File: config.mk
export PLATFORM = sky130hd
export DESIGN_NAME = ppm_ascii_pixel_encoder_top_flat
export DESIGN_NICKNAME = d
export VERILOG_FILES = /design/src/rtl/ppe_pkg.sv /design/src/rtl/ppe_if.sv /design/src/rtl/ppe_front.sv /design/src/rtl/ppe_queue.sv /design/src/rtl/ppe_back.sv /design/src/rtl/ppm_ascii_pixel_encoder_top.sv /design/src/flat_wrapper.sv
export VERILOG_INCLUDE_DIRS = /design/src /design/src/rtl
export SDC_FILE = /design/constraint.sdc
export NUM_CORES = 1
export LEC_CHECK = 0
export ABC_CLOCK_PERIOD_IN_PS = 4900
export BUFFER_PORTS_ARGS = -buffer_cell sky130_fd_sc_hd__buf_2
export CORE_MARGIN = 5
export CORE_UTILIZATION = 46
export DETAILED_ROUTE_END_ITERATION = 8
export PLACE_DENSITY = 0.61
export SETUP_SLACK_MARGIN = 0.2
export SLEW_MARGIN = 20
export SYNTH_ARGS = -nofsm -noshare
export SYNTH_HDL_FRONTEND = slang
export SYNTH_SLANG_ARGS = --single-unit
File: constraint.sdc
create_clock -name clk_i -period 4.9 [get_ports clk_i]
set_input_delay 0.245 -clock clk_i [delete_from_list [all_inputs] [get_ports clk_i]]
set_output_delay 0.245 -clock clk_i [all_outputs]
set_load 0.01 [all_outputs]
File: src/rtl/ppm_ascii_pixel_encoder_top_defines.svh
// Assertion macros for the PPM text encoder.
// Expects clk_i and rst_ni in the scope of each use.
`ifndef PPM_ASCII_PIXEL_ENCODER_TOP_DEFINES_SVH
`define PPM_ASCII_PIXEL_ENCODER_TOP_DEFINES_SVH

`ifndef NO_ASSERTIONS
`define PPE_ASSERT(lbl, prop, msg) \
  lbl: assert property (@(posedge clk_i) disable iff (!rst_ni) prop) else $error(msg);
`define PPE_ASSERT_NEXT(lbl, ante, cons, msg) \
  lbl: assert property (@(posedge clk_i) disable iff (!rst_ni) (ante) |=> (cons)) \
    else $error(msg);
`else
`define PPE_ASSERT(lbl, prop, msg)
`define PPE_ASSERT_NEXT(lbl, ante, cons, msg)
`endif

`endif

File: src/rtl/ppe_pkg.sv
// Shared constants, item type and helper functions of the PPM text encoder.
// No dependencies.
package ppe_pkg;

  localparam int DIM_BITS   = 16;
  localparam int CFG_DATA_W = 16;
  localparam int LEVEL_W    = 16;
  localparam int LINE_LIMIT = 70;
  localparam int LINE_W     = 7;
  localparam int HDR_DIGITS = 5;
  localparam int HDR_BCD_W  = 4 * HDR_DIGITS;
  localparam int CONV_CNT_W = $clog2(DIM_BITS);
  localparam int QDEPTH     = 4;
  localparam int QAW        = $clog2(QDEPTH);

  localparam logic REG_WIDTH  = 1'b0;
  localparam logic REG_HEIGHT = 1'b1;

  localparam logic [7:0] CH_NL    = 8'h0A;
  localparam logic [7:0] CH_SP    = 8'h20;
  localparam logic [7:0] CH_ZERO  = 8'h30;
  localparam logic [7:0] CH_TWO   = 8'h32;
  localparam logic [7:0] CH_THREE = 8'h33;
  localparam logic [7:0] CH_FIVE  = 8'h35;
  localparam logic [7:0] CH_P     = 8'h50;

  typedef struct packed {
    logic             hdr;
    logic             row_end;
    logic             frame_end;
    logic [2:0][11:0] bcd;
    logic [2:0][1:0]  ndig;
  } item_t;

  function automatic logic [7:0] clamp_level(input logic [LEVEL_W-1:0] raw);
    logic [7:0] r;
    if (raw[LEVEL_W-1]) begin
      r = 8'd0;
    end else if (raw[LEVEL_W-2:8] != '0) begin
      r = 8'd255;
    end else begin
      r = raw[7:0];
    end
    return r;
  endfunction

  function automatic logic [1:0] level_ndig(input logic [7:0] v);
    return (v > 8'd99) ? 2'd3 : ((v > 8'd9) ? 2'd2 : 2'd1);
  endfunction

  function automatic logic [11:0] level_bcd(input logic [7:0] v);
    logic [19:0] s;
    s = {12'd0, v};
    for (int i = 0; i < 8; i++) begin
      for (int k = 0; k < 3; k++) begin
        if (s[8+4*k +: 4] >= 4'd5) begin
          s[8+4*k +: 4] = s[8+4*k +: 4] + 4'd3;
        end
      end
      s = s << 1;
    end
    return s[19:8];
  endfunction

  function automatic logic [2:0] bcd_ndig(input logic [HDR_BCD_W-1:0] b);
    logic [2:0] n;
    n = 3'd1;
    for (int k = 1; k < HDR_DIGITS; k++) begin
      if (b[4*k +: 4] != 4'd0) begin
        n = 3'(k + 1);
      end
    end
    return n;
  endfunction

  function automatic logic [7:0] hdr_head_char(input logic [1:0] idx);
    logic [7:0] c;
    case (idx)
      2'd0:    c = CH_P;
      2'd1:    c = CH_THREE;
      default: c = CH_NL;
    endcase
    return c;
  endfunction

  function automatic logic [7:0] hdr_tail_char(input logic [2:0] idx);
    logic [7:0] c;
    case (idx)
      3'd1:    c = CH_TWO;
      3'd2:    c = CH_FIVE;
      3'd3:    c = CH_FIVE;
      default: c = CH_NL;
    endcase
    return c;
  endfunction

endpackage

File: src/rtl/ppe_if.sv
// Valid/ready channels of the PPM text encoder: pixel input and text output.
// Depends on ppe_pkg.
interface ppe_pixel_if;
  logic                                valid;
  logic                                ready;
  logic signed [ppe_pkg::LEVEL_W-1:0] red_level;
  logic signed [ppe_pkg::LEVEL_W-1:0] green_level;
  logic signed [ppe_pkg::LEVEL_W-1:0] blue_level;

  modport source (output valid, red_level, green_level, blue_level, input ready);
  modport sink   (input valid, red_level, green_level, blue_level, output ready);
endinterface

interface ppe_text_if;
  logic       valid;
  logic       ready;
  logic [7:0] text_byte;
  logic       last_of_run;
  logic       frame_done;

  modport source (output valid, text_byte, last_of_run, frame_done, input ready);
  modport sink   (input valid, text_byte, last_of_run, frame_done, output ready);
endinterface

File: src/rtl/ppe_front.sv
// Front end: accepts pixels, clamps and converts components, tracks position.
// Depends on ppe_pkg and ppe_if.
module ppe_front (
  input  logic                          clk_i,
  input  logic                          rst_ni,
  ppe_pixel_if.sink                     pixel_i,
  input  logic [ppe_pkg::DIM_BITS-1:0]  width_i,
  input  logic [ppe_pkg::DIM_BITS-1:0]  height_i,
  input  logic                          full_i,
  output logic                          push_valid_o,
  output ppe_pkg::item_t                push_item_o
);

  logic [ppe_pkg::DIM_BITS-1:0] col_q, col_d;
  logic [ppe_pkg::DIM_BITS-1:0] row_q, row_d;
  logic [ppe_pkg::DIM_BITS:0]   col_inc;
  logic [ppe_pkg::DIM_BITS:0]   row_inc;
  logic                         col_last;
  logic                         row_last;
  logic                         accept;
  logic [2:0][ppe_pkg::LEVEL_W-1:0] raw;
  logic [2:0][7:0]              lvl;

  assign pixel_i.ready = !full_i;
  assign accept        = pixel_i.valid && !full_i;
  assign push_valid_o  = accept;

  assign col_inc  = {1'b0, col_q} + {{ppe_pkg::DIM_BITS{1'b0}}, 1'b1};
  assign row_inc  = {1'b0, row_q} + {{ppe_pkg::DIM_BITS{1'b0}}, 1'b1};
  assign col_last = col_inc >= {1'b0, width_i};
  assign row_last = row_inc >= {1'b0, height_i};

  assign raw = {pixel_i.blue_level, pixel_i.green_level, pixel_i.red_level};

  always_comb begin
    push_item_o           = '0;
    push_item_o.hdr       = (col_q == '0) && (row_q == '0);
    push_item_o.row_end   = col_last;
    push_item_o.frame_end = col_last && row_last;
    for (int k = 0; k < 3; k++) begin
      lvl[k]                = ppe_pkg::clamp_level(raw[k]);
      push_item_o.bcd[k]    = ppe_pkg::level_bcd(lvl[k]);
      push_item_o.ndig[k]   = ppe_pkg::level_ndig(lvl[k]);
    end
  end

  always_comb begin
    col_d = col_q;
    row_d = row_q;
    if (accept) begin
      if (col_last) begin
        col_d = '0;
        row_d = row_last ? '0 : row_inc[ppe_pkg::DIM_BITS-1:0];
      end else begin
        col_d = col_inc[ppe_pkg::DIM_BITS-1:0];
      end
    end
  end

  always_ff @(posedge clk_i or negedge rst_ni) begin
    if (!rst_ni) begin
      col_q <= '0;
      row_q <= '0;
    end else begin
      col_q <= col_d;
      row_q <= row_d;
    end
  end

endmodule

File: src/rtl/ppe_queue.sv
// Short item queue between front and back end.
// Depends on ppe_pkg and the assertion macro header.
`include "ppm_ascii_pixel_encoder_top_defines.svh"

module ppe_queue (
  input  logic           clk_i,
  input  logic           rst_ni,
  input  logic           push_valid_i,
  input  ppe_pkg::item_t push_item_i,
  output logic           full_o,
  input  logic           pop_i,
  output logic           empty_o,
  output ppe_pkg::item_t head_o
);

  ppe_pkg::item_t            mem_q [ppe_pkg::QDEPTH];
  logic [ppe_pkg::QAW-1:0]   wptr_q, rptr_q;
  logic [ppe_pkg::QAW:0]     cnt_q, cnt_d;

  assign full_o  = cnt_q == (ppe_pkg::QAW + 1)'(ppe_pkg::QDEPTH);
  assign empty_o = cnt_q == '0;
  assign head_o  = mem_q[rptr_q];

  always_comb begin
    cnt_d = cnt_q;
    if (push_valid_i && !pop_i) begin
      cnt_d = cnt_q + 1'b1;
    end else if (!push_valid_i && pop_i) begin
      cnt_d = cnt_q - 1'b1;
    end
  end

  always_ff @(posedge clk_i or negedge rst_ni) begin
    if (!rst_ni) begin
      wptr_q <= '0;
      rptr_q <= '0;
      cnt_q  <= '0;
    end else begin
      cnt_q <= cnt_d;
      if (push_valid_i) begin
        wptr_q <= wptr_q + 1'b1;
      end
      if (pop_i) begin
        rptr_q <= rptr_q + 1'b1;
      end
    end
  end

  always_ff @(posedge clk_i) begin
    if (push_valid_i) begin
      mem_q[wptr_q] <= push_item_i;
    end
  end

  `PPE_ASSERT(a_q_no_pop_empty, pop_i |-> !empty_o, "queue popped while empty")
  `PPE_ASSERT_NEXT(a_q_push_fill, push_valid_i && !pop_i, cnt_q != '0, "push lost")

endmodule

File: src/rtl/ppe_back.sv
// Back end: header, digit, wrap and row-end sequencer with output register.
// Depends on ppe_pkg, ppe_if and the assertion macro header.
`include "ppm_ascii_pixel_encoder_top_defines.svh"

module ppe_back (
  input  logic                          clk_i,
  input  logic                          rst_ni,
  input  ppe_pkg::item_t                head_i,
  input  logic                          empty_i,
  output logic                          pop_o,
  input  logic [ppe_pkg::DIM_BITS-1:0]  width_i,
  input  logic [ppe_pkg::DIM_BITS-1:0]  height_i,
  ppe_text_if.source                    text_o
);

  localparam logic [3:0] S_DIG  = 4'd0;
  localparam logic [3:0] S_SP   = 4'd1;
  localparam logic [3:0] S_EOL  = 4'd2;
  localparam logic [3:0] S_CONV = 4'd3;
  localparam logic [3:0] S_HP   = 4'd4;
  localparam logic [3:0] S_HW   = 4'd5;
  localparam logic [3:0] S_HSP  = 4'd6;
  localparam logic [3:0] S_HH   = 4'd7;
  localparam logic [3:0] S_HT   = 4'd8;

  localparam int BW = ppe_pkg::HDR_BCD_W;
  localparam int DB = ppe_pkg::DIM_BITS;

  function automatic logic [BW-1:0] dd_step(input logic [BW-1:0] b, input logic bit_in);
    logic [BW-1:0] s;
    s = b;
    for (int k = 0; k < ppe_pkg::HDR_DIGITS; k++) begin
      if (s[4*k +: 4] >= 4'd5) begin
        s[4*k +: 4] = s[4*k +: 4] + 4'd3;
      end
    end
    return {s[BW-2:0], bit_in};
  endfunction

  logic [3:0]                       state_q, state_d;
  logic [1:0]                       comp_q, comp_d;
  logic [1:0]                       didx_q, didx_d;
  logic [2:0]                       hidx_q, hidx_d;
  logic [ppe_pkg::LINE_W-1:0]       line_q, line_d;
  logic                             hdr_done_q, hdr_done_d;
  logic [ppe_pkg::CONV_CNT_W-1:0]   cnt_q, cnt_d;
  logic [DB-1:0]                    wsh_q, wsh_d, hsh_q, hsh_d;
  logic [BW-1:0]                    wbcd_q, wbcd_d, hbcd_q, hbcd_d;
  logic                             out_valid_q;
  logic [7:0]                       byte_q;
  logic                             last_q, fdone_q;

  logic                             adv;
  logic                             emit;
  logic [7:0]                       byte_n;
  logic                             last_n, fdone_n;
  logic [11:0]                      cur_bcd, comp_sh;
  logic [1:0]                       cur_nd, cpos;
  logic [3:0]                       cdig;
  logic                             wrap;
  logic [2:0]                       wn, hn, wpos, hpos;
  logic [BW-1:0]                    wsh_bcd, hsh_bcd;

  assign adv     = !out_valid_q || text_o.ready;
  assign cur_bcd = head_i.bcd[comp_q];
  assign cur_nd  = head_i.ndig[comp_q];
  assign cpos    = cur_nd - 2'd1 - didx_q;
  assign comp_sh = cur_bcd >> {cpos, 2'b00};
  assign cdig    = comp_sh[3:0];
  assign wrap    = ({1'b0, line_q} + {6'd0, cur_nd}) > 8'(ppe_pkg::LINE_LIMIT);
  assign wn      = ppe_pkg::bcd_ndig(wbcd_q);
  assign hn      = ppe_pkg::bcd_ndig(hbcd_q);
  assign wpos    = wn - 3'd1 - hidx_q;
  assign hpos    = hn - 3'd1 - hidx_q;
  assign wsh_bcd = wbcd_q >> {wpos, 2'b00};
  assign hsh_bcd = hbcd_q >> {hpos, 2'b00};

  always_comb begin
    state_d    = state_q;
    comp_d     = comp_q;
    didx_d     = didx_q;
    hidx_d     = hidx_q;
    line_d     = line_q;
    hdr_done_d = hdr_done_q;
    cnt_d      = cnt_q;
    wsh_d      = wsh_q;
    hsh_d      = hsh_q;
    wbcd_d     = wbcd_q;
    hbcd_d     = hbcd_q;
    emit       = 1'b0;
    byte_n     = ppe_pkg::CH_NL;
    last_n     = 1'b0;
    fdone_n    = 1'b0;
    pop_o      = 1'b0;
    case (state_q)
      S_DIG: begin
        if (!empty_i) begin
          if (head_i.hdr && !hdr_done_q) begin
            state_d = S_CONV;
            cnt_d   = '0;
            hidx_d  = '0;
            wsh_d   = width_i;
            hsh_d   = height_i;
            wbcd_d  = '0;
            hbcd_d  = '0;
          end else if (adv) begin
            emit = 1'b1;
            if (didx_q == 2'd0 && wrap) begin
              byte_n = ppe_pkg::CH_NL;
              line_d = '0;
            end else begin
              byte_n = ppe_pkg::CH_ZERO | {4'd0, cdig};
              if (didx_q == cur_nd - 2'd1) begin
                state_d = S_SP;
                didx_d  = '0;
              end else begin
                didx_d = didx_q + 2'd1;
              end
            end
          end
        end
      end
      S_SP: begin
        if (adv) begin
          emit   = 1'b1;
          byte_n = ppe_pkg::CH_SP;
          line_d = line_q + {5'd0, cur_nd} + 7'd1;
          if (comp_q == 2'd2) begin
            if (head_i.row_end) begin
              state_d = S_EOL;
            end else begin
              last_n     = 1'b1;
              pop_o      = 1'b1;
              comp_d     = '0;
              hdr_done_d = 1'b0;
              state_d    = S_DIG;
            end
          end else begin
            comp_d  = comp_q + 2'd1;
            state_d = S_DIG;
          end
        end
      end
      S_EOL: begin
        if (adv) begin
          emit       = 1'b1;
          byte_n     = ppe_pkg::CH_NL;
          line_d     = '0;
          last_n     = 1'b1;
          fdone_n    = head_i.frame_end;
          pop_o      = 1'b1;
          comp_d     = '0;
          hdr_done_d = 1'b0;
          state_d    = S_DIG;
        end
      end
      S_CONV: begin
        wbcd_d = dd_step(wbcd_q, wsh_q[DB-1]);
        hbcd_d = dd_step(hbcd_q, hsh_q[DB-1]);
        wsh_d  = wsh_q << 1;
        hsh_d  = hsh_q << 1;
        cnt_d  = cnt_q + 1'b1;
        if (cnt_q == ppe_pkg::CONV_CNT_W'(DB - 1)) begin
          state_d = S_HP;
        end
      end
      S_HP: begin
        if (adv) begin
          emit   = 1'b1;
          byte_n = ppe_pkg::hdr_head_char(hidx_q[1:0]);
          if (hidx_q == 3'd2) begin
            hidx_d  = '0;
            state_d = S_HW;
          end else begin
            hidx_d = hidx_q + 3'd1;
          end
        end
      end
      S_HW: begin
        if (adv) begin
          emit   = 1'b1;
          byte_n = ppe_pkg::CH_ZERO | {4'd0, wsh_bcd[3:0]};
          if (hidx_q == wn - 3'd1) begin
            hidx_d  = '0;
            state_d = S_HSP;
          end else begin
            hidx_d = hidx_q + 3'd1;
          end
        end
      end
      S_HSP: begin
        if (adv) begin
          emit    = 1'b1;
          byte_n  = ppe_pkg::CH_SP;
          state_d = S_HH;
        end
      end
      S_HH: begin
        if (adv) begin
          emit   = 1'b1;
          byte_n = ppe_pkg::CH_ZERO | {4'd0, hsh_bcd[3:0]};
          if (hidx_q == hn - 3'd1) begin
            hidx_d  = '0;
            state_d = S_HT;
          end else begin
            hidx_d = hidx_q + 3'd1;
          end
        end
      end
      S_HT: begin
        if (adv) begin
          emit   = 1'b1;
          byte_n = ppe_pkg::hdr_tail_char(hidx_q);
          if (hidx_q == 3'd4) begin
            hidx_d     = '0;
            hdr_done_d = 1'b1;
            state_d    = S_DIG;
          end else begin
            hidx_d = hidx_q + 3'd1;
          end
        end
      end
      default: begin
        state_d = S_DIG;
      end
    endcase
  end

  always_ff @(posedge clk_i or negedge rst_ni) begin
    if (!rst_ni) begin
      state_q     <= S_DIG;
      comp_q      <= '0;
      didx_q      <= '0;
      hidx_q      <= '0;
      line_q      <= '0;
      hdr_done_q  <= 1'b0;
      cnt_q       <= '0;
      out_valid_q <= 1'b0;
    end else begin
      state_q    <= state_d;
      comp_q     <= comp_d;
      didx_q     <= didx_d;
      hidx_q     <= hidx_d;
      line_q     <= line_d;
      hdr_done_q <= hdr_done_d;
      cnt_q      <= cnt_d;
      if (emit) begin
        out_valid_q <= 1'b1;
      end else if (text_o.ready) begin
        out_valid_q <= 1'b0;
      end
    end
  end

  always_ff @(posedge clk_i) begin
    wsh_q  <= wsh_d;
    hsh_q  <= hsh_d;
    wbcd_q <= wbcd_d;
    hbcd_q <= hbcd_d;
    if (emit) begin
      byte_q  <= byte_n;
      last_q  <= last_n;
      fdone_q <= fdone_n;
    end
  end

  assign text_o.valid       = out_valid_q;
  assign text_o.text_byte   = byte_q;
  assign text_o.last_of_run = last_q;
  assign text_o.frame_done  = fdone_q;

  `PPE_ASSERT(a_bk_fdone_last, text_o.valid && text_o.frame_done |-> text_o.last_of_run,
              "frame_done without last_of_run")
  `PPE_ASSERT(a_bk_conv_no_pop, state_q == S_CONV |-> !pop_o && !emit,
              "output during conversion")

endmodule

File: src/rtl/ppm_ascii_pixel_encoder_top.sv
// Top level of the PPM P3 text encoder: config registers, front, queue, back.
// Depends on ppe_pkg, ppe_if, ppe_front, ppe_queue and ppe_back.
//
//   channel   dir  handshake          payload
//   pixel_i   in   valid/ready        red_level, green_level, blue_level (s16 Q16.0)
//   text_o    out  valid/ready        text_byte, last_of_run, frame_done
//   cfg       in   cfg_we_i           cfg_idx_i, cfg_data_i (width, height)
//
// One text byte leaves per cycle while text_o is ready and the queue is not empty, but
// none during size conversion. A pixel yields up to three digits and a space per
// component, plus a newline at row end and one before digits past the 70-column limit.
// A frame's first pixel has the size converted to decimal, then up to 19 header bytes.
// A four-entry queue lets the front take pixels while the back end or text_o stalls.
// Reset is asynchronous; both dimensions reset to 1 and position counters to zero.
module ppm_ascii_pixel_encoder_top (
  input  logic                            clk_i,
  input  logic                            rst_ni,
  ppe_pixel_if.sink                       pixel_i,
  ppe_text_if.source                      text_o,
  input  logic                            cfg_we_i,
  input  logic                            cfg_idx_i,
  input  logic [ppe_pkg::CFG_DATA_W-1:0]  cfg_data_i
);

  logic [ppe_pkg::DIM_BITS-1:0] width_q;
  logic [ppe_pkg::DIM_BITS-1:0] height_q;
  logic                         push_valid;
  ppe_pkg::item_t               push_item;
  ppe_pkg::item_t               head;
  logic                         full;
  logic                         empty;
  logic                         pop;

  always_ff @(posedge clk_i or negedge rst_ni) begin
    if (!rst_ni) begin
      width_q  <= ppe_pkg::DIM_BITS'(1);
      height_q <= ppe_pkg::DIM_BITS'(1);
    end else if (cfg_we_i) begin
      case (cfg_idx_i)
        ppe_pkg::REG_WIDTH:  width_q  <= cfg_data_i[ppe_pkg::DIM_BITS-1:0];
        ppe_pkg::REG_HEIGHT: height_q <= cfg_data_i[ppe_pkg::DIM_BITS-1:0];
        default: ;
      endcase
    end
  end

  ppe_front u_front (
    .clk_i        (clk_i),
    .rst_ni       (rst_ni),
    .pixel_i      (pixel_i),
    .width_i      (width_q),
    .height_i     (height_q),
    .full_i       (full),
    .push_valid_o (push_valid),
    .push_item_o  (push_item)
  );

  ppe_queue u_queue (
    .clk_i        (clk_i),
    .rst_ni       (rst_ni),
    .push_valid_i (push_valid),
    .push_item_i  (push_item),
    .full_o       (full),
    .pop_i        (pop),
    .empty_o      (empty),
    .head_o       (head)
  );

  ppe_back u_back (
    .clk_i    (clk_i),
    .rst_ni   (rst_ni),
    .head_i   (head),
    .empty_i  (empty),
    .pop_o    (pop),
    .width_i  (width_q),
    .height_i (height_q),
    .text_o   (text_o)
  );

endmodule
File: src/flat_wrapper.sv
// flat-port wrapper written by rule: the top's interface ports become plain ports
module ppm_ascii_pixel_encoder_top_flat 
  (clk_i, rst_ni, cfg_we_i, cfg_idx_i, cfg_data_i, pixel_i_valid, pixel_i_red_level, pixel_i_green_level, pixel_i_blue_level, pixel_i_ready, text_o_valid, text_o_text_byte, text_o_last_of_run, text_o_frame_done, text_o_ready);
  ppe_pixel_if pixel_i_i ();
  ppe_text_if text_o_i ();
  input  logic clk_i;
  input  logic rst_ni;
  input  logic cfg_we_i;
  input  logic cfg_idx_i;
  input  logic [ppe_pkg::CFG_DATA_W-1:0] cfg_data_i;
  input wire logic [$bits(pixel_i_i.valid)-1:0] pixel_i_valid;
  input wire logic [$bits(pixel_i_i.red_level)-1:0] pixel_i_red_level;
  input wire logic [$bits(pixel_i_i.green_level)-1:0] pixel_i_green_level;
  input wire logic [$bits(pixel_i_i.blue_level)-1:0] pixel_i_blue_level;
  output wire logic [$bits(pixel_i_i.ready)-1:0] pixel_i_ready;
  output wire logic [$bits(text_o_i.valid)-1:0] text_o_valid;
  output wire logic [$bits(text_o_i.text_byte)-1:0] text_o_text_byte;
  output wire logic [$bits(text_o_i.last_of_run)-1:0] text_o_last_of_run;
  output wire logic [$bits(text_o_i.frame_done)-1:0] text_o_frame_done;
  input wire logic [$bits(text_o_i.ready)-1:0] text_o_ready;
  assign pixel_i_i.valid = pixel_i_valid;
  assign pixel_i_i.red_level = pixel_i_red_level;
  assign pixel_i_i.green_level = pixel_i_green_level;
  assign pixel_i_i.blue_level = pixel_i_blue_level;
  assign pixel_i_ready = pixel_i_i.ready;
  assign text_o_valid = text_o_i.valid;
  assign text_o_text_byte = text_o_i.text_byte;
  assign text_o_last_of_run = text_o_i.last_of_run;
  assign text_o_frame_done = text_o_i.frame_done;
  assign text_o_i.ready = text_o_ready;
  ppm_ascii_pixel_encoder_top u_core (.clk_i(clk_i), .rst_ni(rst_ni), .pixel_i(pixel_i_i), .text_o(text_o_i), .cfg_we_i(cfg_we_i), .cfg_idx_i(cfg_idx_i), .cfg_data_i(cfg_data_i));
endmodule
==> flow_metrics.env, run 1 <==
export IMPL_clockBufferDepth=3
export IMPL_netlist_area_um2=19600
export IMPL_route_detailed_drc=0
export IMPL_worstHoldStart="pixel_i_red_level[0]"
export IMPL_period_share_pct=91.3
export IMPL_synth_seq_area_share_pct=48.4
export IMPL_largest_reg_flops=156
export IMPL_power_per_cell_area_nw_per_um2=462
export IMPL_path_max_fanout=5
export IMPL_fmaxAchievable_ghz=0.224
export IMPL_final_common_cell="edfxtp_1"
export IMPL_synth_top_area_share_pct=36.3
export IMPL_avgSynthCellArea_um2=10.8
export IMPL_ant_nets=0
export IMPL_synth_seq_cells=332
export IMPL_status="finished, final reports clean"
export IMPL_ir_worst_vdd_mv=0.242
export IMPL_cts_made_buffers=38
export IMPL_critPathArrivalTime_ns=4.75
export IMPL_period_minus_slack_ns=4.47
export IMPL_finalSetupViolations=0
export IMPL_worst_setup_path_start_kind="input port"
export IMPL_regMostFlops="u_core.u_queue.mem_q"
export IMPL_synth_top_flop_cell="edfxtp_1"
export IMPL_grt_pass1_vias=14200
export IMPL_maxSlewViolCount=0
export IMPL_combPwrFrac_pct=33.5
export IMPL_grtUsageTotal_pct=19.0
export IMPL_crit_top_cell="xor2_1"
export IMPL_seqPwrFrac_pct=38.4
export IMPL_critPathTopFamily="simple AND/OR/NAND/NOR gates"
export IMPL_clockPowerShare_pct=28.1
export IMPL_worstSetupPathType="in -> reg"
export IMPL_initialDrtViolationCount=1006
export IMPL_yosys_top_cells_area="edfxtp_1 (36%), dfrtp_1 (12%), ha_1 (6.7%)"
export IMPL_syn_num_nets=1987
export IMPL_yosys_warnings=0
export IMPL_h_tree_depth=2
export IMPL_p_leak_nw=8.76
export IMPL_drt_first_pass_iters=5
export IMPL_drt_wl_total_um=44500
export IMPL_clockRootBuffer="clkbuf_16"
export IMPL_post_drt_wl_per_cell_um=17.7
export IMPL_ioPinCount=82
export IMPL_tightest_slew_ns=1.08
export IMPL_num_vias=14200
export IMPL_yosysTopAreaCell="edfxtp_1"
export IMPL_internal_power_mw=6.99
export IMPL_cp_end_kind="register"
export IMPL_stdcell_area_um2=22800
export IMPL_final_setup_worst_slack_ns=0.426
export IMPL_syn_inst=1807
export IMPL_std_cell_rows=75
export IMPL_hold_slack_ns=0.166
export IMPL_grt_overflow_total=0
export IMPL_r2r_start="u_core.u_queue.rptr_q[0]"
export IMPL_drive_above_1_share_pct=20.2
export IMPL_required_ns=5.18
export IMPL_ys_types=107
export IMPL_max_stage_delay_ns=0.34
export IMPL_async_reset_ff_share_pct=28.6
export IMPL_dp_slack_ns=-0.212
export IMPL_clock_latency_ns=0.56
export IMPL_clk_pin_slew_ns=0.06
export IMPL_power_total_mw=10.5
export IMPL_slew_limit_headroom_pct=28.1
export IMPL_worstPathCellList="buf_2 -> nor4_4 -> nand2_2 -> nor2_1 -> nor2_1 -> ha_2 -> o21ai_2 -> xor2_1 -> or3_4 -> ha_2 -> inv_2 -> o31a_1 -> o211a_1 -> buf_4 -> buf_4 -> o21ai_1 -> nand2_1 -> xor2_1 -> nand2_1 -> ha_1 -> a21oi_1 -> xor2_1 -> nand2b_2 -> mux2_4"
export IMPL_areaGrowthSynthToFinish_pct=16.2
export IMPL_antenna_found_initial=1
export IMPL_final_nets=2127
export IMPL_die_area_um2=46800
export IMPL_clock_sinks=332
export IMPL_final_hold_viol_count=0
export IMPL_grt_max_degree=66
export IMPL_cp_slowest_cell="xor2_1"
export IMPL_p_sw_share_pct=33.6
export IMPL_post_drt_via_cell_ratio=5.64
export IMPL_start_util_pct=46.6
export IMPL_numPortBuffers=80
export IMPL_switchingPower_mw=3.53
export IMPL_skew_ns=0.0245
export IMPL_top_regs="u_core.u_queue.mem_q (156), u_core.u_back.hbcd_q (20), u_core.u_back.wbcd_q (20)"
export IMPL_synth_edf_count=237
export IMPL_gp_congestion=0.882
export IMPL_rsz0062_at_grt="true"
export IMPL_fin_util_pct=54.2
export IMPL_min_path_type="in -> reg"
export IMPL_dp_hpwl_um=31700
export IMPL_core_um2=42000
export IMPL_die_x_um=216
export IMPL_cap_violations=0
export IMPL_startpoint="pixel_i_green_level[10]"
export IMPL_layout_common_cells="edfxtp_1 (237), nand2_1 (172), nor2_1 (160), o21ai_0 (141), inv_1 (114)"
export IMPL_placed_cell_area_um2=21200
export IMPL_cts_tree="done"
export IMPL_grt_pass1_wl_um=73400
export IMPL_die_h_um=216
export IMPL_critPathBufInv=4
## timing repair
item	in CTS	in global routing
setup buffers	0	4
hold endpoints to repair	86	0
gates resized for setup	0	13
hold buffers	17	0
setup endpoints to repair	0	41
## cell usage after synthesis, types with 4 or more instances
master	number
edfxtp_1	237
nand2_1	174
nor2_1	161
o21ai_0	151
inv_1	117
ha_1	105
dfrtp_1	93
a21oi_1	82
clkbuf_1	49
mux4_2	46
xnor2_1	45
nand3_1	42
nor3_1	42
xor2_1	33
nand2b_1	32
mux2_2	27
and3_1	25
mux2i_1	25
nor2b_1	19
o21a_1	19
a31oi_1	17
o22ai_1	17
nand4_1	15
a21o_1	14
or3_1	13
and2_1	11
buf_1	11
o31ai_1	11
a2111oi_0	9
a211oi_1	9
nor4_1	9
o21ai_1	8
or2_2	8
a22o_1	6
nor3b_1	6
fa_1	5
o211ai_1	5
o221ai_1	5
a31o_2	4
## stage by stage
step                      std cells  TNS, ns
after floorplan                1807    -1.77
after global placement         2425   -0.295
after detailed placement       2425    -3.40
after CTS                      2508        0
after global routing           2512        0
final                          2513        0
## worst paths after layout
| path | to | slack [ns] | depth (start not counted) |
|---|---|---|---|
| min reg2reg | u_core.u_queue.cnt_q[2] | 0.49 | 1 |
| max in group asynchronous | u_core.u_queue.rptr_q[0] | 3.52 | 3 |
| max reg2reg | u_core.u_back.text_o.text_byte[1] | 0.64 | 13 |
| max | u_core.u_queue.mem_q[1][25] | 0.43 | 24 |
| min in group asynchronous | u_core.height_q[9] | 0.31 | 2 |
| min | u_core.u_queue.mem_q[1][6] | 0.17 | 3 |
## power groups by stage
stage               clock (mW)  sequential [mW]  combinational [mW]
floorplan                    0             3.92                2.61
global placement             0             4.08                3.42
detailed placement           0             4.10                3.49
CTS                       3.02             4.04                3.53
global route              3.14             4.11                3.94
finish                    2.95             4.04                3.53
## layout make-up
cell class                 count  area [um^2]
timing repair buffer         165         1100
clock inverter                17          199
inverter                     118          445
fill                        3690        19300
clock buffer                  49         1110
multi-input combinational   1292         9750
tap                          539          674
antenna                        1         2.50
sequential                   332         9500
## routing by layer
layer / global-route usage, % / vias up / part of all wire (%)
met5: 0 / - / 0
met1: 25.6 / 6866 / 45
met3: 3.11 / 78 / 4.6
met2: 31.9 / 298 / 48
li1: - / 6937 / -
met4: 5.43 / 0 / 2.3
## logic make-up after synthesis
kind of cell	Yosys count	synth area share [%]
simple gates	578	14.0
other cells	1	0.0191
flops	332	48.4
compound gates	419	14.5
buf+inv	183	3.58
fa+ha+maj	110	7.21
xor+xnor	80	3.65
mux	104	8.58
## worst reg2reg max path, stage by stage, from the launching register on
cell,delay (ns)
dfrtp_2,0.63
mux4_2,0.60
mux2i_1,0.18
o21ai_0,0.21
ha_1,0.29
fa_1,0.42
xor2_1,0.18
and3_1,0.18
o311ai_0,0.47
nand2_1,0.13
inv_1,0.09
nand3_1,0.12
a211oi_1,0.35
o211ai_1,0.15
Power figures use the tool's default switching activity.
==> inputs of run 2 (changes only) <==
--- a/config.mk
+++ b/config.mk
@@ -6,6 +6,7 @@
 export SDC_FILE = /design/constraint.sdc
 export NUM_CORES = 1
 export LEC_CHECK = 0
+export ABC_AREA = 1
 export ABC_CLOCK_PERIOD_IN_PS = 4900
 export BUFFER_PORTS_ARGS = -buffer_cell sky130_fd_sc_hd__buf_2
 export CORE_MARGIN = 5
==> flow_metrics.env, run 2 <==
export IMPL_avgSynthCellArea_um2=8.91
export IMPL_yosys_top_cells_area="edfxtp_1 (37%), dfrtp_1 (12%), nand2_1 (7.5%)"
export IMPL_yosysTopAreaCell="edfxtp_1"
export IMPL_grt_pass1_wl_um=73100
export IMPL_worstSetupPathType="in -> reg"
export IMPL_synth_seq_cells=332
export IMPL_num_vias=15100
export IMPL_path_max_fanout=5
export IMPL_std_cell_rows=75
export IMPL_top_regs="u_core.u_queue.mem_q (156), u_core.u_back.hbcd_q (20), u_core.u_back.wbcd_q (20)"
export IMPL_syn_num_nets=2345
export IMPL_period_minus_slack_ns=4.13
export IMPL_ant_nets=0
export IMPL_grt_pass1_vias=14700
export IMPL_cts_tree="done"
export IMPL_maxSlewViolCount=0
export IMPL_final_hold_viol_count=0
export IMPL_areaGrowthSynthToFinish_pct=13.0
export IMPL_required_ns=5.16
export IMPL_netlist_area_um2=19300
export IMPL_crit_top_cell="nand2_1"
export IMPL_fin_setup_tns_ns=0
export IMPL_cp_slowest_cell="or2_2"
export IMPL_cap_violations=0
export IMPL_worst_setup_path_start_kind="input port"
export IMPL_gp_congestion=0.857
export IMPL_layout_common_cells="nand2_1 (387), inv_1 (317), edfxtp_1 (237), o21ai_0 (208), nor2_1 (145)"
export IMPL_ioPinCount=82
export IMPL_grtUsageTotal_pct=19.0
export IMPL_dp_hpwl_um=31500
export IMPL_die_area_um2=46100
export IMPL_clk_pin_slew_ns=0.06
export IMPL_grt_overflow_total=0
export IMPL_critPathArrivalTime_ns=4.38
export IMPL_largest_reg_flops=156
export IMPL_max_stage_delay_ns=0.30
export IMPL_fmaxAchievable_ghz=0.242
export IMPL_cts_setup_buffers=0
export IMPL_synth_edf_count=237
export IMPL_numPortBuffers=80
export IMPL_clock_latency_ns=0.56
export IMPL_drive_above_1_share_pct=11.5
export IMPL_core_um2=41700
export IMPL_post_drt_via_cell_ratio=5.32
export IMPL_cts_made_buffers=38
export IMPL_start_util_pct=46.3
export IMPL_power_per_cell_area_nw_per_um2=573
export IMPL_synth_top_area_share_pct=36.9
export IMPL_synth_top_flop_cell="edfxtp_1"
export IMPL_placed_cells=2749
export IMPL_clockBufferDepth=3
export IMPL_rsz0062_at_grt="false"
export IMPL_ys_types=68
export IMPL_drt_first_pass_iters=5
export IMPL_status="finished, final reports clean"
export IMPL_diodes=0
export IMPL_skew_ns=0.0440
export IMPL_final_nets=2447
export IMPL_p_leak_nw=9.54
export IMPL_post_drt_wl_per_cell_um=15.7
export IMPL_stdcell_count=2835
export IMPL_drt_wl_total_um=44600
export IMPL_antenna_found_initial=0
export IMPL_clock_sinks=332
export IMPL_synth_seq_area_share_pct=49.2
export IMPL_regMostFlops="u_core.u_queue.mem_q"
export IMPL_final_common_cell="nand2_1"
export IMPL_yosys_warnings=0
export IMPL_h_tree_depth=2
export IMPL_cp_end_kind="register"
export IMPL_ir_worst_vdd_mv=0.283
export IMPL_synth_commonest_cells="nand2_1 (387), inv_1 (317), edfxtp_1 (237), o21ai_0 (208), nor2_1 (150)"
export IMPL_clockRootBuffer="clkbuf_16"
export IMPL_route_detailed_drc=0
export IMPL_die_h_um=215
export IMPL_syn_inst=2165
export IMPL_finalSetupViolations=0
export IMPL_min_path_type="in -> reg"
export IMPL_period_share_pct=84.3
export IMPL_synth_most_common_cell="nand2_1"
export IMPL_async_reset_ff_share_pct=28.6
export IMPL_grt_max_degree=97
export IMPL_die_x_um=215
export IMPL_initialDrtViolationCount=938
export IMPL_tightest_slew_ns=1.02
export IMPL_slew_limit_headroom_pct=31.0
-- run 2: report_power, final --
part	leakage [nW]	total (mW)	internal (mW)	switching, mW
Combinational	5.53	5.23	1.70	3.53
Clock	0.603	2.86	1.74	1.13
Sequential	3.41	4.38	4.01	0.377
-- run 2: logic make-up after synthesis --
kind of cell | count (synthesis) | synth area share, %
compound gates | 472 | 14.5
fa+ha+maj | 110 | 7.33
simple gates | 805 | 18.7
flops | 332 | 49.2
mux | 1 | 0.0584
xor+xnor | 48 | 2.32
other cells | 1 | 0.0194
buf+inv | 396 | 7.77
-- run 2: layout make-up --
cell class | instances | area, um^2
Fill cell | 3870 | 19900
Sequential cell | 332 | 9500
Multi-Input combinational cell | 1437 | 8340
Inverter | 338 | 1270
Clock buffer | 48 | 1020
Timing Repair Buffer | 120 | 758
Tap cell | 539 | 674
Clock inverter | 21 | 231
-- run 2: what timing repair did --
action,in CTS,in global routing
hold endpoints to repair,92,0
resized for setup,0,0
hold buffers,17,0
-- run 2: worst max-delay path, delay by kind of cell --
| kind | cells | cell delay, ns |
|---|---|---|
| simple gates | 26 | 2.71 |
| fa+ha+maj | 5 | 0.89 |
| buf+inv | 8 | 0.56 |
-- run 2: path summary, 6_finish.rpt --
path                                    startpoint  cells after the start  slack (ns)                          end
setup / recovery            pixel_i_green_level[8]                     39        0.77  u_core.u_queue.mem_q[2][20]
hold / removal               pixel_i_red_level[15]                      2        0.11   u_core.u_queue.mem_q[3][6]
setup reg to reg           u_core.u_front.col_q[0]                     16        0.82  u_core.u_queue.mem_q[0][42]
hold reg to reg                 u_core.height_q[3]                      2        0.49           u_core.height_q[3]
max in group asynchronous                   rst_ni                      3        3.50            u_core.width_q[0]
min in group asynchronous                   rst_ni                      2        0.34      u_core.u_back.hidx_q[1]
-- run 2: stage by stage --
stage	util [%]	worst slack (ns)	instance area [um^2]	power, mW	hold WS (ns)
after global routing	52.3	0.257	21800	13.4	0.0993
after floorplan	-	0.782	19300	8.06	-0.0506
after global placement	48.9	0.464	20400	9.49	0.410
final	52.3	0.771	21800	12.5	0.107
after CTS	52.3	0.802	21800	12.6	0.0773
after detailed placement	48.9	0.248	20400	9.63	0.416
-- run 2: per-layer routing --
layer  GRT usage (%)  part of all wire (%)
met1            25.6                    46
met4            5.07                   2.2
met2            31.9                    47
met5               0                     0
met3            3.46                   4.6
==> inputs of run 3 (changes only) <==
--- a/config.mk
+++ b/config.mk
@@ -6,13 +6,13 @@
 export SDC_FILE = /design/constraint.sdc
 export NUM_CORES = 1
 export LEC_CHECK = 0
-export ABC_AREA = 1
-export ABC_CLOCK_PERIOD_IN_PS = 4900
+export ABC_AREA = 0
+export ABC_CLOCK_PERIOD_IN_PS = 3400
 export BUFFER_PORTS_ARGS = -buffer_cell sky130_fd_sc_hd__buf_2
 export CORE_MARGIN = 5
 export CORE_UTILIZATION = 46
 export DETAILED_ROUTE_END_ITERATION = 8
-export PLACE_DENSITY = 0.61
+export PLACE_DENSITY = 0.64
 export SETUP_SLACK_MARGIN = 0.2
 export SLEW_MARGIN = 20
 export SYNTH_ARGS = -nofsm -noshare
==> constraint.sdc (replaced) <==
create_clock -name clk_i -period 3.4 [get_ports clk_i]
set_input_delay 0.17 -clock clk_i [delete_from_list [all_inputs] [get_ports clk_i]]
set_output_delay 0.17 -clock clk_i [all_outputs]
set_load 0.01 [all_outputs]
==> flow_metrics.env, run 3 (synthesis gave the netlist of run 1 again) <==
export IMPL_period_minus_slack_ns=4.38
export IMPL_fillCellCount=3199
export IMPL_rsz0062_at_grt="true"
export IMPL_stdcell_count=2843
export IMPL_gp_congestion=0.891
export IMPL_final_hold_viol_count=0
export IMPL_path_max_fanout=4
export IMPL_fmaxAchievable_ghz=0.229
export IMPL_regMostFlops="u_core.u_queue.mem_q"
export IMPL_grt_pass1_vias=15700
export IMPL_top_regs="u_core.u_queue.mem_q (156), u_core.u_back.hbcd_q (20), u_core.u_back.wbcd_q (20)"
export IMPL_status="complete, but fails checks"
export IMPL_drt_wl_total_um=50100
export IMPL_ir_worst_vdd_mv=0.443
export IMPL_clock_sinks=332
export IMPL_max_stage_delay_ns=0.30
export IMPL_cts_made_buffers=38
export IMPL_grtUsageTotal_pct=20.2
export IMPL_worstSetupPathType="in -> reg"
export IMPL_dp_slack_ns=-1.73
export IMPL_final_setup_worst_slack_ns=-0.976
export IMPL_slew_limit_headroom_pct=35.8
export IMPL_initialDrtViolationCount=1231
export IMPL_post_drt_via_cell_ratio=5.51
export IMPL_crit_top_cell="buf_6"
export IMPL_cp_slowest_cell="nor4_4"
export IMPL_grt_max_degree=66
export IMPL_numPortBuffers=80
export IMPL_power_per_cell_area_nw_per_um2=619
export IMPL_period_share_pct=129
export IMPL_cts_tree="done"
export IMPL_tightest_slew_ns=0.953
export IMPL_maxSlewViolCount=0
export IMPL_drive_above_1_share_pct=40.7
export IMPL_die_h_um=216
export IMPL_route_detailed_drc=0
export IMPL_clockRootBuffer="clkbuf_16"
export IMPL_worst_setup_path_start_kind="input port"
export IMPL_failed_checks="negative setup slack"
export IMPL_critPathArrivalTime_ns=4.65
export IMPL_largest_reg_flops=156
export IMPL_areaGrowthSynthToFinish_pct=37.7
export IMPL_cp_end_kind="register"
export IMPL_cap_violations=0
export IMPL_die_x_um=216
export IMPL_ant_nets=0
export IMPL_p_leak_nw=10.7
export IMPL_h_tree_depth=2
export IMPL_num_vias=15700
export IMPL_required_ns=3.67
export IMPL_dp_hpwl_um=34100
export IMPL_die_area_um2=46800
export IMPL_std_cell_rows=75
export IMPL_clk_pin_slew_ns=0.06
export IMPL_clockBufferDepth=3
export IMPL_skew_ns=0.0202
export IMPL_finalSetupViolations=117
export IMPL_post_drt_wl_per_cell_um=17.6
export IMPL_core_um2=42000
export IMPL_layout_common_cells="buf_4 (346), edfxtp_1 (237), nand2_1 (157), nor2_1 (137), o21ai_0 (107)"
export IMPL_final_common_cell="buf_4"
export IMPL_final_nets=2456
export IMPL_clock_latency_ns=0.53
export IMPL_ioPinCount=82
export IMPL_grt_pass1_wl_um=79000
export IMPL_antenna_found_initial=1
export IMPL_placed_cells=2659
export IMPL_start_util_pct=46.6
export IMPL_grt_overflow_total=0
export IMPL_min_path_type="in -> reg"
export IMPL_drt_first_pass_iters=5
## run 3: changes by cell type in the layout (fill, tap and decap cells not counted), moves of 35 or more
cell and delta:
ha_1 -35, buf_6 +49, a21oi_1 -50, o21ai_0 -101
nand3_1 -90, buf_4 +323, inv_1 -222, nand2_1 -230
mux4_2 +46
## run 3: metrics by stage
step | power [mW] | hold slack [ns] | util (%) | instance area [um^2] | TNS, ns
floorplan | 9.62 | -0.126 | - | 20300 | -105.24
global placement | 11.5 | 0.283 | 55.6 | 23400 | -112.66
detailed placement | 11.7 | 0.290 | 55.6 | 23400 | -128.22
CTS | 16.2 | 0.106 | 61.2 | 25700 | -51.56
global route | 17.7 | 0.128 | 64.2 | 27000 | -87.61
finish | 16.7 | 0.115 | 64.2 | 27000 | -62.60
## run 3: worst paths after layout
kind	startpoint	endpoint	slack, ns	cells after the start
hold / removal	pixel_i_green_level[0]	u_core.u_queue.mem_q[2][18]	0.11	3
setup / recovery	pixel_i_green_level[14]	u_core.u_queue.mem_q[0][19]	-0.98	29
setup reg to reg	u_core.u_queue.rptr_q[0]	u_core.u_back.state_q[3]	-0.26	14
min in group asynchronous	rst_ni	u_core.u_back.hidx_q[0]	0.25	2
max in group asynchronous	rst_ni	u_core.width_q[0]	2.26	3
hold reg to reg	u_core.u_queue.cnt_q[2]	u_core.u_queue.cnt_q[2]	0.49	1
## run 3: final cells by class
class	instances	area [um^2]	area share, %
timing repair buffer	493	3830	14.2
antenna	1	2.50	0.00927
tap	539	674	2.50
inverter	118	452	1.67
clock buffer	52	1070	3.98
sequential	332	9500	35.2
multi-input combinational	1293	11300	41.9
clock inverter	15	140	0.519
## run 3: critical path: cells and delay by family
kind	cells	cell delay [ns]
AOI/OAI and AO/OA	8	1.82
xor gates and xnor gates	1	0.07
adders and majority gates	3	0.57
buffers and inverters	9	0.99
and+or+nand+nor	8	1.04
## run 3: routing by layer
layer | track usage, % | wire, um | vias up
li1 | - | - | 7573
met1 | 26.3 | 21000 | 7647
met2 | 36.0 | 25900 | 345
met3 | 2.69 | 2120 | 88
met4 | 4.88 | 1070 | 0
met5 | 0 | 0 | -
## run 3: power by group
| group | total [mW] | switching, mW | internal [mW] |
|---|---|---|---|
| Sequential | 5.69 | 0.371 | 5.32 |
| Clock | 3.94 | 1.63 | 2.31 |
| Combinational | 7.08 | 3.77 | 3.31 |
## run 3: repair_timing
item,CTS,global route
hold buffers,17,0
endpoints found under the setup margin,167,168
pin swaps,68,70
endpoints found under the hold margin,81,0
gates cloned,1,2
resized for setup,145,177
setup buffers,49,47
